[src/bitmap_text_row_generator_assert.svh]
// Assertion macros shared by the text row generator modules.
`ifndef BITMAP_TEXT_ROW_GENERATOR_ASSERT_SVH
`define BITMAP_TEXT_ROW_GENERATOR_ASSERT_SVH

// Same-cycle implication, checked out of reset.
`define BTRG_ASSERT_IMPL(label, ante, cons) \
    label: assert property (@(posedge i_clk) disable iff (!i_rst_n) (ante) |-> (cons)) \
        else $error("text row generator check failed");

// Next-cycle implication, checked out of reset.
`define BTRG_ASSERT_NEXT(label, ante, cons) \
    label: assert property (@(posedge i_clk) disable iff (!i_rst_n) (ante) |=> (cons)) \
        else $error("text row generator check failed");

`endif

[src/btrg_pkg.sv]
// Types and constants shared by the text row generator modules.
package btrg_pkg;

    // Input item as seen on the push side.
    typedef struct packed {
        logic        cmd;
        logic [14:0] font_addr;
        logic [7:0]  font_byte;
        logic [7:0]  character;
        logic        first;
    } t_in;

    // One glyph row as seen on the pop side.
    typedef struct packed {
        logic signed [15:0] pixel_x;
        logic signed [15:0] pixel_y;
        logic [47:0]        coverage_row;
        logic [7:0]         red;
        logic [7:0]         green;
        logic [7:0]         blue;
        logic               last_row;
    } t_out;

    // Operation codes handed from the front part to the back part.
    typedef logic [1:0] t_op;
    localparam t_op OP_FONT    = 2'd0;
    localparam t_op OP_DRAW    = 2'd1;
    localparam t_op OP_NEWLINE = 2'd2;
    localparam t_op OP_SKIP    = 2'd3;

    // Classified item in the queue between front and back.
    typedef struct packed {
        t_op         op;
        logic        first;
        logic [7:0]  glyph;
        logic [14:0] font_addr;
        logic [14:0] row_addr;
        logic [7:0]  font_byte;
    } t_cmd;

    // Configuration register file contents.
    typedef struct packed {
        logic signed [15:0] origin_x;
        logic signed [15:0] origin_y;
        logic [7:0]         red;
        logic [7:0]         green;
        logic [7:0]         blue;
    } t_cfg;

    localparam int CFG_IDX_W  = 3;
    localparam int CFG_DATA_W = 16;
    typedef logic [CFG_IDX_W-1:0] t_cfg_idx;
    localparam t_cfg_idx REG_ORIGIN_X   = 3'd0;
    localparam t_cfg_idx REG_ORIGIN_Y   = 3'd1;
    localparam t_cfg_idx REG_TEXT_RED   = 3'd2;
    localparam t_cfg_idx REG_TEXT_GREEN = 3'd3;
    localparam t_cfg_idx REG_TEXT_BLUE  = 3'd4;

    // Character codes.
    localparam logic [7:0] CH_NEWLINE     = 8'h0A;
    localparam logic [7:0] CH_SPACE       = 8'h20;
    localparam logic [7:0] CH_FIRST_GLYPH = 8'h21;
    localparam logic [7:0] CH_LAST_GLYPH  = 8'h7E;
    localparam logic [7:0] SPACE_GLYPH    = 8'd157;

    // Coverage row holds at most this many 4-bit columns.
    localparam int COV_COLS = 12;
    localparam int COV_W    = 4 * COV_COLS;

    // Queue depths.
    localparam int FQ_DEPTH = 2;
    localparam int OQ_DEPTH = 4;
    localparam int OQ_CNT_W = $clog2(OQ_DEPTH + 1);

endpackage

[src/btrg_outq.sv]
// Output queue: holds finished glyph rows until the consumer pops them.
`include "bitmap_text_row_generator_assert.svh"

module btrg_outq (
    input  logic                          i_clk,
    input  logic                          i_rst_n,
    input  logic                          i_push,
    input  btrg_pkg::t_out                i_item,
    output logic                          o_empty,
    output btrg_pkg::t_out                o_item,
    input  logic                          i_pop,
    output logic [btrg_pkg::OQ_CNT_W-1:0] o_count
);
    import btrg_pkg::*;

    localparam int PW = $clog2(OQ_DEPTH);

    t_out                r_q [OQ_DEPTH];
    logic [PW-1:0]       r_wp;
    logic [PW-1:0]       r_rp;
    logic [OQ_CNT_W-1:0] r_cnt;
    logic                w_pop;

    assign o_empty = (r_cnt == '0);
    assign o_item  = r_q[r_rp];
    assign o_count = r_cnt;
    assign w_pop   = i_pop && !o_empty;

    always_ff @(posedge i_clk) begin
        if (i_push) begin
            r_q[r_wp] <= i_item;
        end
    end

    always_ff @(posedge i_clk) begin
        if (!i_rst_n) begin
            r_wp  <= '0;
            r_rp  <= '0;
            r_cnt <= '0;
        end else begin
            if (i_push) begin
                r_wp <= (r_wp == PW'(OQ_DEPTH - 1)) ? '0 : r_wp + 1'b1;
            end
            if (w_pop) begin
                r_rp <= (r_rp == PW'(OQ_DEPTH - 1)) ? '0 : r_rp + 1'b1;
            end
            case ({i_push, w_pop})
                2'b10:   r_cnt <= r_cnt + 1'b1;
                2'b01:   r_cnt <= r_cnt - 1'b1;
                default: r_cnt <= r_cnt;
            endcase
        end
    end

    `BTRG_ASSERT_IMPL(a_oq_no_overflow, i_push && !w_pop, r_cnt < OQ_CNT_W'(OQ_DEPTH))

endmodule

[config.mk]
export PLATFORM = sky130hd
export DESIGN_NAME = btrg_outq
export DESIGN_NICKNAME = d
export VERILOG_FILES = /design/src/btrg_pkg.sv /design/src/btrg_outq.sv
export VERILOG_INCLUDE_DIRS = /design/src /design/src/src
export SDC_FILE = /design/constraint.sdc
export NUM_CORES = 1
export LEC_CHECK = 0
export BUFFER_PORTS_ARGS = -buffer_cell sky130_fd_sc_hd__buf_2
export CELL_PAD_IN_SITES_DETAIL_PLACEMENT = 0
export CELL_PAD_IN_SITES_GLOBAL_PLACEMENT = 1
export CORE_AREA = 5 5 176 245
export DETAILED_ROUTE_END_ITERATION = 8
export DIE_AREA = 0 0 181 250
export PLACE_DENSITY_LB_ADDON = 0.1
export SLEW_MARGIN = 20
export SYNTH_ARGS = -nofsm -noshare
export SYNTH_HDL_FRONTEND = slang
export SYNTH_SLANG_ARGS = --single-unit
[constraint.sdc]
create_clock -name i_clk -period 3.21 [get_ports i_clk]
set_input_delay 0.1605 -clock i_clk [delete_from_list [all_inputs] [get_ports i_clk]]
set_output_delay 0.1605 -clock i_clk [all_outputs]
set_load 0.01 [all_outputs]
==> metrics.txt <==
run status finished clean; multi-input logic area approximately 0.0026 mm^2; Ports about 220; ranking of synthesized cells by area edfxtp_1, mux4_2, dfxtp_1; WHS 31.47 ps; Vert. Die Dim about 250 um; DRT antenna net count 0; post-synth top area share 80.74%; Hold Vio Cnt, Final 0; DRC 0; initial core utilization 38.24%; fin area approximately 0.020 mm^2; type of origin of the critical path flip-flop; Worst Hold Class in2reg; Placed Area approximately 0.017 mm^2; Core Region ~0.041 mm^2; antenna violations before repair 4; Synthesized Nets between 700 and 800; fin crit share 78.57%; post-synth cell types 25; clk sinks approximately 430; HP Start i_push; CP Max Fanout 36; Cells after Synth around 600; Final min period between 2000 and 3000 ps; port buffer count approximately 220; Yosys top cell by area edfxtp_1; Max Root-Sink Buffers 3; Detailed Route Iter0 Violations approximately 340; Num CTS Buffers 42; register area between 0.01 and 0.015 mm^2; DRT Wirelength 32.12 mm; Pleak between 6 and 7 nW; dpl hpwl 19.25 mm; die area approximately 0.045 mm^2; Setup-failing EPs final 0; pin count of the biggest net entering global routing 67; Reg clk slew, reported paths 60 ps; Worst IR Drop VDD about 440 uV; max_slew headroom between 50% and 60%; post-synthesis cell area between 0.015 and 0.02 mm^2; warnings from Yosys 0; fin. max-slew vios 0; clock skew 8.382 ps; vias per inst 4.859; Worst EP arrival 2360 ps; FMAX just under 400 MHz; GRT Overall Usage roughly 14%; pwr/cell area approximately 700 mW/mm^2; RSZ-0062 raised after global routing no; final net count about 1100; Avg WL per Cell 20.99 um; sequential area share after synthesis between 80% and 90%; final core occ about half; commonest non-fill, non-tap cell in the layout edfxtp_1; Setup TNS Final 0 ps; Avg Cell Area, Syn between 20 and 30 um^2; grt ovf 0; cell row count 88; vias in the first global route around 8300; Max-cap violations 0; #FFs+latches synth 429; via count roughly 7400; clk_lat worst skew approximately 540 ps; TritonCTS clock tree built; Syn-to-layout area delta 27.46%; die width approximately 180 um; first-pass GRT wire length just under 50 mm; slew at the pin closest to its max-slew limit just over 600 ps; H-tree depth 2; WP data required between 3000 and 4000 ps; share of layout cells above drive strength 1 about two fifths; WS Path Type reg2out; reg2reg start o_count[0]; global placer's final weighted congestion 0.6858; CTS Root Cell clkbuf_16; fill cell count between 3000 and 4000; crit end category output pin; Detailed Routing Iterations Pass 1 4; most frequent cells in the layout edfxtp_1, buf_2, dlygate4sd3_1, mux4_2, clkbuf_16
cells in the mapped netlist, drive strengths merged:
cell type	instances
o31ai	1
clkbuf	5
nor2	1
and2	6
nand2	3
a21oi	1
mux2i	1
inv	7
fa	1
or3	1
edfxtp	420
buf	19
dfxtp	9
ha	6
nor3b	1
xor2	1
nand3	2
nor3	1
xnor2	1
mux4	105
o21ai	4
nor2b	2
a21boi	1
per-stage QoR:
step | std cells | worst slack, ps | power (mW)
after global placement | 1347 | 1165 | 9.164
after detailed placement | 1347 | 1057 | 9.214
after floorplan | 599 | 919.8 | 8.260
final | 1530 | 687.8 | 13.98
after CTS | 1529 | 562.5 | 14.26
after global routing | 1529 | 516.9 | 14.66
final timing paths:
kind	depth (start not counted)	slack, ps	to
worst max-delay path	3	690	o_item[0]
worst min-delay path	3	30	r_wp[1]
worst max register to register	8	1060	o_count[2]
worst min register to register	2	530	flip-flop
registers in the layout (all words and copies together) (netlist names), named ones only:
| register | cells |
|---|---|
| o_count | 3 |
| r_rp | 2 |
| r_q | 420 |
| r_wp | 2 |
worst max-delay path, stage by stage, from the launching register on:
cell and delay, ps:
dfxtp_4 740, buf_4 510, mux4_2 400, buf_2 160
cell type report:
type,instances,area share [%]
Sequential cell,429,64.29
Multi-Input combinational cell,139,13.22
Timing Repair Buffer,338,12.04
Clock buffer,59,6.021
Tap cell,540,3.394
Clock inverter,17,0.8924
Inverter,7,0.1320
Antenna cell,1,0.01257
power by group:
group,total [mW],switching [mW],internal [mW]
clock,4.87,1.95,2.92
sequential,6.58,0.169,6.41
combinational,2.52,1.22,1.30
repair_timing:
action                                 in CTS  in global routing
gates resized for setup                     0                  0
hold buffers                              106                  0
endpoints found under the hold margin     427                  0
buffers inserted                            0                  0
layer usage:
| layer | routed length (um) | track usage [%] | vias to the layer above |
|---|---|---|---|
| met5 | 28 | 0 | - |
| met4 | 756 | 4.098 | 6 |
| met3 | 1673 | 3.674 | 58 |
| met2 | 17330 | 25.55 | 175 |
| met1 | 12330 | 16.95 | 3903 |
| li1 | - | - | 3293 |
cells by family after synthesis:
kind of cell | synth area share, %
flip-flops | 81.90
multiplexers | 15.20
buffers and inverters | 1.322
AND/OR/NAND/NOR | 0.6008
AO/OA/AOI/OAI | 0.2563
adder cells (fa/ha/maj) | 0.6088
XOR/XNOR | 0.1122
Power figures use the tool's default switching activity.
