### config.mk
export PLATFORM = sky130hd
export DESIGN_NAME = btrg_front
export DESIGN_NICKNAME = d
export VERILOG_FILES = /design/src/btrg_pkg.sv /design/src/btrg_front.sv
export VERILOG_INCLUDE_DIRS = /design/src /design/src/src
export SDC_FILE = /design/constraint.sdc
export NUM_CORES = 1
export LEC_CHECK = 0
export BUFFER_PORTS_ARGS = -buffer_cell sky130_fd_sc_hd__buf_2
export CAP_MARGIN = 15
export CELL_PAD_IN_SITES_DETAIL_PLACEMENT = 0
export CELL_PAD_IN_SITES_GLOBAL_PLACEMENT = 1
export CORE_MARGIN = 1.5
export CORE_UTILIZATION = 40
export DETAILED_ROUTE_END_ITERATION = 8
export PLACE_DENSITY = 0.68
export SLEW_MARGIN = 0
export SYNTH_ARGS = -nofsm -noshare
export SYNTH_HDL_FRONTEND = slang
export SYNTH_SLANG_ARGS = --single-unit
### constraint.sdc
create_clock -name i_clk -period 12.9 [get_ports i_clk]
set_input_delay 2.58 -clock i_clk [delete_from_list [all_inputs] [get_ports i_clk]]
set_output_delay 2.58 -clock i_clk [all_outputs]
set_load 0.1 [all_outputs]
### src/bitmap_text_row_generator_assert.svh
// Assertion macros shared by the text row generator modules.
`ifndef BITMAP_TEXT_ROW_GENERATOR_ASSERT_SVH
`define BITMAP_TEXT_ROW_GENERATOR_ASSERT_SVH

// Same-cycle implication, checked out of reset.
`define BTRG_ASSERT_IMPL(label, ante, cons) \
    label: assert property (@(posedge i_clk) disable iff (!i_rst_n) (ante) |-> (cons)) \
        else $error("text row generator check failed");

// Next-cycle implication, checked out of reset.
`define BTRG_ASSERT_NEXT(label, ante, cons) \
    label: assert property (@(posedge i_clk) disable iff (!i_rst_n) (ante) |=> (cons)) \
        else $error("text row generator check failed");

`endif

### src/btrg_pkg.sv
// Types and constants shared by the text row generator modules.
package btrg_pkg;

    // Input item as seen on the push side.
    typedef struct packed {
        logic        cmd;
        logic [14:0] font_addr;
        logic [7:0]  font_byte;
        logic [7:0]  character;
        logic        first;
    } t_in;

    // One glyph row as seen on the pop side.
    typedef struct packed {
        logic signed [15:0] pixel_x;
        logic signed [15:0] pixel_y;
        logic [47:0]        coverage_row;
        logic [7:0]         red;
        logic [7:0]         green;
        logic [7:0]         blue;
        logic               last_row;
    } t_out;

    // Operation codes handed from the front part to the back part.
    typedef logic [1:0] t_op;
    localparam t_op OP_FONT    = 2'd0;
    localparam t_op OP_DRAW    = 2'd1;
    localparam t_op OP_NEWLINE = 2'd2;
    localparam t_op OP_SKIP    = 2'd3;

    // Classified item in the queue between front and back.
    typedef struct packed {
        t_op         op;
        logic        first;
        logic [7:0]  glyph;
        logic [14:0] font_addr;
        logic [14:0] row_addr;
        logic [7:0]  font_byte;
    } t_cmd;

    // Configuration register file contents.
    typedef struct packed {
        logic signed [15:0] origin_x;
        logic signed [15:0] origin_y;
        logic [7:0]         red;
        logic [7:0]         green;
        logic [7:0]         blue;
    } t_cfg;

    localparam int CFG_IDX_W  = 3;
    localparam int CFG_DATA_W = 16;
    typedef logic [CFG_IDX_W-1:0] t_cfg_idx;
    localparam t_cfg_idx REG_ORIGIN_X   = 3'd0;
    localparam t_cfg_idx REG_ORIGIN_Y   = 3'd1;
    localparam t_cfg_idx REG_TEXT_RED   = 3'd2;
    localparam t_cfg_idx REG_TEXT_GREEN = 3'd3;
    localparam t_cfg_idx REG_TEXT_BLUE  = 3'd4;

    // Character codes.
    localparam logic [7:0] CH_NEWLINE     = 8'h0A;
    localparam logic [7:0] CH_SPACE       = 8'h20;
    localparam logic [7:0] CH_FIRST_GLYPH = 8'h21;
    localparam logic [7:0] CH_LAST_GLYPH  = 8'h7E;
    localparam logic [7:0] SPACE_GLYPH    = 8'd157;

    // Coverage row holds at most this many 4-bit columns.
    localparam int COV_COLS = 12;
    localparam int COV_W    = 4 * COV_COLS;

    // Queue depths.
    localparam int FQ_DEPTH = 2;
    localparam int OQ_DEPTH = 4;
    localparam int OQ_CNT_W = $clog2(OQ_DEPTH + 1);

endpackage

### src/btrg_front.sv
// Front part: classifies input items and queues them for the back part.
`include "bitmap_text_row_generator_assert.svh"

module btrg_front #(
    parameter int GLYPH_ROWS  = 24,
    parameter int GLYPH_COLS  = 12,
    parameter int GLYPH_COUNT = 158
) (
    input  logic            i_clk,
    input  logic            i_rst_n,
    input  logic            i_push,
    input  btrg_pkg::t_in   i_item,
    output logic            o_full,
    output btrg_pkg::t_cmd  o_head,
    output logic            o_head_valid,
    input  logic            i_pop
);
    import btrg_pkg::*;

    localparam int RB          = GLYPH_COLS / 2;
    localparam int STORE_DEPTH = GLYPH_COUNT * GLYPH_ROWS * RB;
    localparam int RECIP_SH    = 18;
    localparam int PROD_W      = 15 + RECIP_SH;
    localparam logic [RECIP_SH-1:0] RECIP_K =
        RECIP_SH'(((1 << RECIP_SH) + RB - 1) / RB);
    localparam logic [16:0] DEPTH_K = 17'(STORE_DEPTH);
    localparam int PW = (FQ_DEPTH > 1) ? $clog2(FQ_DEPTH) : 1;
    localparam int CW = $clog2(FQ_DEPTH + 1);

    t_cmd              r_q [FQ_DEPTH];
    logic [PW-1:0]     r_wp;
    logic [PW-1:0]     r_rp;
    logic [CW-1:0]     r_cnt;
    logic [PROD_W-1:0] w_prod;
    logic              w_in_range;
    logic              w_push;
    logic              w_pop;
    t_cmd              w_cmd;

    // Row address = byte address / row bytes, by reciprocal multiply.
    assign w_prod     = {{RECIP_SH{1'b0}}, i_item.font_addr} * {15'd0, RECIP_K};
    assign w_in_range = {2'b00, i_item.font_addr} < DEPTH_K;

    always_comb begin
        w_cmd           = '0;
        w_cmd.font_addr = i_item.font_addr;
        w_cmd.font_byte = i_item.font_byte;
        w_cmd.row_addr  = w_prod[PROD_W-1:RECIP_SH];
        if (!i_item.cmd) begin
            w_cmd.op = w_in_range ? OP_FONT : OP_SKIP;
        end else begin
            w_cmd.first = i_item.first;
            if (i_item.character == CH_NEWLINE) begin
                w_cmd.op = OP_NEWLINE;
            end else if (i_item.character >= CH_FIRST_GLYPH &&
                         i_item.character <= CH_LAST_GLYPH) begin
                w_cmd.op    = OP_DRAW;
                w_cmd.glyph = i_item.character - CH_FIRST_GLYPH;
            end else if (i_item.character == CH_SPACE) begin
                w_cmd.op    = OP_DRAW;
                w_cmd.glyph = SPACE_GLYPH;
            end else begin
                w_cmd.op = OP_SKIP;
            end
        end
    end

    assign o_full       = (r_cnt == CW'(FQ_DEPTH));
    assign o_head_valid = (r_cnt != '0);
    assign o_head       = r_q[r_rp];
    assign w_push       = i_push && !o_full;
    assign w_pop        = i_pop && o_head_valid;

    always_ff @(posedge i_clk) begin
        if (w_push) begin
            r_q[r_wp] <= w_cmd;
        end
    end

    always_ff @(posedge i_clk) begin
        if (!i_rst_n) begin
            r_wp  <= '0;
            r_rp  <= '0;
            r_cnt <= '0;
        end else begin
            if (w_push) begin
                r_wp <= (r_wp == PW'(FQ_DEPTH - 1)) ? '0 : r_wp + 1'b1;
            end
            if (w_pop) begin
                r_rp <= (r_rp == PW'(FQ_DEPTH - 1)) ? '0 : r_rp + 1'b1;
            end
            case ({w_push, w_pop})
                2'b10:   r_cnt <= r_cnt + 1'b1;
                2'b01:   r_cnt <= r_cnt - 1'b1;
                default: r_cnt <= r_cnt;
            endcase
        end
    end

    `BTRG_ASSERT_NEXT(a_fq_fill, w_push && !w_pop, r_cnt == $past(r_cnt) + CW'(1))

endmodule

==> flow_summary.toml, run 1 <==
[run_status]
status = "finished, final reports clean"

[timing]
finalCriticalPeriod_ns = 7.59
hold_viol_final = 0
setup_tns_ns = 0
min_period_over_period = 0.588
relSlewSlack = 0.553
slew_violations = 0
setup_violations = 0
clock.fmax_mhz = 132
skew_ns = 0.00669
rsz0062_at_grt = "no"
tightest_slew_ns = 0.671

[grt]
grt_pass1_vias = 4949
grt_pass1_wl_mm = 24.1
grt_overflow = 0
grt.total_usage = 0.156
grt_start_max_net_pins = 49
antenna_found_initial = 0

[clock_network]
htree_levels = 3
post_cts_buffers = 0
clk_path_buf_depth = 2
tritoncts = "built"
cts-root-buf = "clkbuf_16"
clk_pin_slew_ns = 0.07
clock_sinks = 99
clk-insertion-delay-late_ns = 0.35
cts-resized-gates = 0
numCtsBuffers = 9
holdBufCountCts = 0

[route]
vias = 4586
routedWlPerCell_um = 15.5
vias_per_cell = 4.98
drt-initial-drc-count = 198
drt_pass1_iterations = 4
drc = 0
postRouteAntennaNets = 0
routed_wl_mm = 14.3

[hold_path]
hold_path.startpoint = "r_cnt[1]"
hp-class = "flop to flop"

[floorplanning]
num_io_pins = 88
die_h_um = 140
start_util = 0.406
fp.dieW_um = 140
row_count = 50
fp.dieArea_um2 = 19700
coreArea_um2 = 18600

[synthesis]
synth_cell_types = 53
ys.flop_type = "edfxtp_1"
ys_async_sr_fraction = 0
syn_area_per_cell_um2 = 12.8
synth_edf_count = 94
yosys.area.top_type = "edfxtp_1"
yosys_warnings = 0
synth_top_area_share = 0.375
synth_cells = 589
yosysSeqAreaShare = 0.388
yosys-top-cells-area = "edfxtp_1, ha_1, fa_1"
ys_ff_latch = 99
syn_area_um2 = 7540

[worst_setup_path]
worstSetupPathType = "input port to flop"
worst_ep_arrival_time_ns = 7.70
setup.worst_path.start = "i_item[29]"
rr_startpoint = "r_cnt[0]"
cp.required_ns = 13.01
path_max_fanout = 6
start_kind = "input port"
setup.worst_path.end_class = "flop"

[cells_and_area]
nNetsFinal = 890
area_growth_pct = 13.9
final_common_cell = "ha_1"
n_antenna_cell = 0
fillers = 1681
drive_gt1_frac = 0.247
layout_common_cells = "ha_1, edfxtp_1, inv_1, buf_2, fa_1"

[placed_design]
post-dp-hpwl_mm = 11.4
gp_congestion = 0.825
io_buffer_count = 85

[flow_run]
drv_cap = 0
critical path, stage by stage:
cell and delay (ns):
buf_2 0.14, ha_1 0.24, ha_1 0.34, xor2_1 0.38
fa_1 0.50, fa_1 0.55, inv_1 0.06, fa_1 0.53
inv_1 0.06, fa_1 0.47, ha_1 0.34, nand3_2 0.12
a2111oi_4 0.34, o32ai_2 0.18, a211oi_2 0.44, a22oi_2 0.15
nor2b_4 0.16, xnor2_1 0.13
cells by family after synthesis:
| logic type | synth area share |
|---|---|
| compound gates | 0.0686 |
| simple gates | 0.0528 |
| fa+ha+maj | 0.341 |
| xor+xnor | 0.0291 |
| other cells | 0.000498 |
| buf+inv | 0.0503 |
| flops | 0.388 |
| mux | 0.0702 |
synth_stat cells, drive strengths merged, types with 2 or more instances:
master,count
or3,2
ha,114
buf,2
o21a,2
nand4,3
o21ai,12
nand2,17
a211oi,4
a21oi,28
inv,92
o311ai,2
o31a,2
a21o,11
nand3,4
o211ai,2
xnor2,16
xor2,9
nor2,12
nor3,11
a31oi,2
mux2,47
nor2b,5
and3,4
clkbuf,5
dfxtp,5
edfxtp,94
nand2b,4
and2,6
fa,57
registers in the layout, summed over array words and instances, names as in the netlist, named ones only:
register	flops
r_cnt	2
r_rp	1
r_wp	1
r_q	94
metrics by stage:
stage	cells	area (um^2)	hold WS [ns]	utilization	setup WS, ns
final	921	8590	0.545	0.462	5.31
after global routing	921	8590	0.589	0.462	4.93
after CTS	919	8550	0.555	0.460	5.26
after detailed placement	903	8240	0.537	0.444	4.91
after global placement	903	8240	0.488	0.444	4.95
after floorplan	590	7540	0.473	-	5.45
per-layer routing:
layer	vias up	global-route usage	wire length, um
met5	-	0	0
met4	0	0.0532	290
met3	16	0.0270	474
met2	77	0.271	7190
met1	2240	0.196	6300
li1	2253	-	-
worst paths after layout:
kind	endpoint	slack, ns	cells after the start
worst max-delay path	r_q[1][17]	5.31	18
worst min register to register	r_cnt[1]	0.54	2
worst max register to register	r_cnt[1]	11.16	5
worst min-delay path	r_cnt[1]	0.54	2
final cells by class:
cell class | count | area (um^2) | share of cell area
clock buffers | 10 | 250 | 0.0291
clock inverters | 6 | 53.8 | 0.00627
inverters | 92 | 345 | 0.0402
multi-input cells | 392 | 4250 | 0.495
flip-flops and latches | 99 | 2920 | 0.341
well taps | 234 | 293 | 0.0341
repair buffers | 88 | 473 | 0.0551
Power of run 1 is not shown: default switching activity piles up to over one toggle a cycle in this logic, so the estimate is an artifact.
==> run 2, diff against run 1 <==
==> constraint.sdc (replaced) <==
create_clock -name i_clk -period 7.5 [get_ports i_clk]
set_input_delay 1.5 -clock i_clk [delete_from_list [all_inputs] [get_ports i_clk]]
set_output_delay 1.5 -clock i_clk [all_outputs]
set_load 0.1 [all_outputs]
==> flow_summary.toml, run 2 (synthesized netlist as in run 1, its figures left out) <==
[run_status]
status = "finished, final reports clean"

[cells_and_area]
finalNonFillerCells = 922
final_area_um2 = 8590
n_antenna_cell = 0
nNetsFinal = 891
largest_reg_flops = 94
layout_common_cells = "ha_1, edfxtp_1, inv_1, buf_2, fa_1"
regMostFlops = "r_q"
area_growth_pct = 14.0
final_common_cell = "ha_1"
biggestRegsByFlops = "r_q x94, r_cnt x2"
drive_gt1_frac = 0.249

[placed_design]
placed_area_um2 = 8250
placed_cells = 904
gp_congestion = 0.831
post-dp-hpwl_mm = 11.2
post-place-ws_ns = 0.576
io_buffer_count = 85

[grt]
grt.met2_usage = 0.268
antenna_found_initial = 0
grt_pass1_wl_mm = 24.0
grt_start_max_net_pins = 49
met3_usage = 0.0256
grt_pass1_vias = 4953
grt_overflow = 0
grt.total_usage = 0.154
use_met1 = 0.193
top_usage_layer = "met2"

[hold_path]
hp-class = "flop to flop"
hold_depth = 2

[floorplanning]
start_util = 0.406
fp.dieW_um = 140
num_io_pins = 88
fp.dieArea_um2 = 19700
row_count = 50
die_h_um = 140
coreArea_um2 = 18600

[route]
vias_per_cell = 5.00
postRouteAntennaNets = 0
drt_pass1_iterations = 4
routed_wl_mm = 14.2
drc = 0
routedWlPerCell_um = 15.4
drt-initial-drc-count = 156
vias = 4613

[clock_network]
numCtsBuffers = 9
post_cts_buffers = 0
htree_levels = 3
cts-resized-gates = 0
clk-insertion-delay-late_ns = 0.36
clock_sinks = 99
clk_path_buf_depth = 2
clk_pin_slew_ns = 0.07
tritoncts = "built"
holdBufCountCts = 0
cts-root-buf = "clkbuf_16"

[worst_setup_path]
critical_path_buf_inv_count = 3
cp.required_ns = 7.60
worstPathCellList = "buf_2 > ha_1 > ha_1 > xor2_1 > fa_1 > fa_1 > inv_1 > fa_1 > inv_1 > fa_1 > ha_1 > a21o_1 > a211o_1 > o32ai_2 > a211oi_2 > o21a_1 > o31a_2"
slowest_delay_ns = 0.55
crit_slowest_cell = "fa_1"
cp.depth = 17
worstSetupPathType = "input port to flop"
worst_ep_arrival_time_ns = 6.63
path_max_fanout = 6
r2r_cells = 4
setup.worst_path.end_class = "flop"
crit_family = "adder cells"
crit_path_frequent_cell = "fa_1"
start_kind = "input port"

[timing]
rsz0062_at_grt = "no"
min_period_over_period = 0.871
setup_ws_ns = 0.966
skew_ns = 0.0103
hold_viol_final = 0
setup_tns_ns = 0
tightest_slew_ns = 0.714
clock.fmax_mhz = 153
setup_violations = 0
slew_violations = 0
finalCriticalPeriod_ns = 6.53
relSlewSlack = 0.524

[flow_run]
drv_cap = 0
run 2: changes by cell type in the layout (fill, tap and decap cells not counted), sizes merged:
| cell | delta |
|---|---|
| clkinv | -1 |
| buf | +1 |
| inv | +1 |
run 2: worst paths after layout:
| path | end | slack (ns) | startpoint |
|---|---|---|---|
| min | r_cnt[1] | 0.52 | r_cnt[1] |
| max | r_q[0][16] | 0.97 | i_item[29] |
| min reg2reg | r_cnt[1] | 0.52 | r_cnt[1] |
| max reg2reg | r_q[0][28] | 5.74 | r_cnt[0] |
run 2: worst register-to-register path, stage by stage, from the launching register on:
cell and delay, ns:
dfxtp_1 0.40, nand2b_1 0.17, nand2_1 0.13, nor2_4 0.09
buf_4 0.57
run 2: cell type report:
type,count,area [um^2]
clock inverter,6,53.8
timing repair buffer,89,480
inverter,92,345
fill,1697,9990
sequential,99,2920
clock buffer,10,250
multi-input combinational,392,4250
tap,234,293
run 2: routing by layer:
metal | wire length, um | up-vias
met5 | 0 | -
met4 | 312 | 0
li1 | - | 2258
met3 | 478 | 18
met2 | 7110 | 91
met1 | 6260 | 2246
run 2: stage by stage:
| step | hold slack [ns] | utilization |
|---|---|---|
| final | 0.522 | 0.462 |
| after global routing | 0.548 | 0.462 |
| after CTS | 0.528 | 0.460 |
| after detailed placement | 0.518 | 0.444 |
| after global placement | 0.488 | 0.444 |
| after floorplan | 0.473 | - |
Power of run 2 is left out for the same reason.
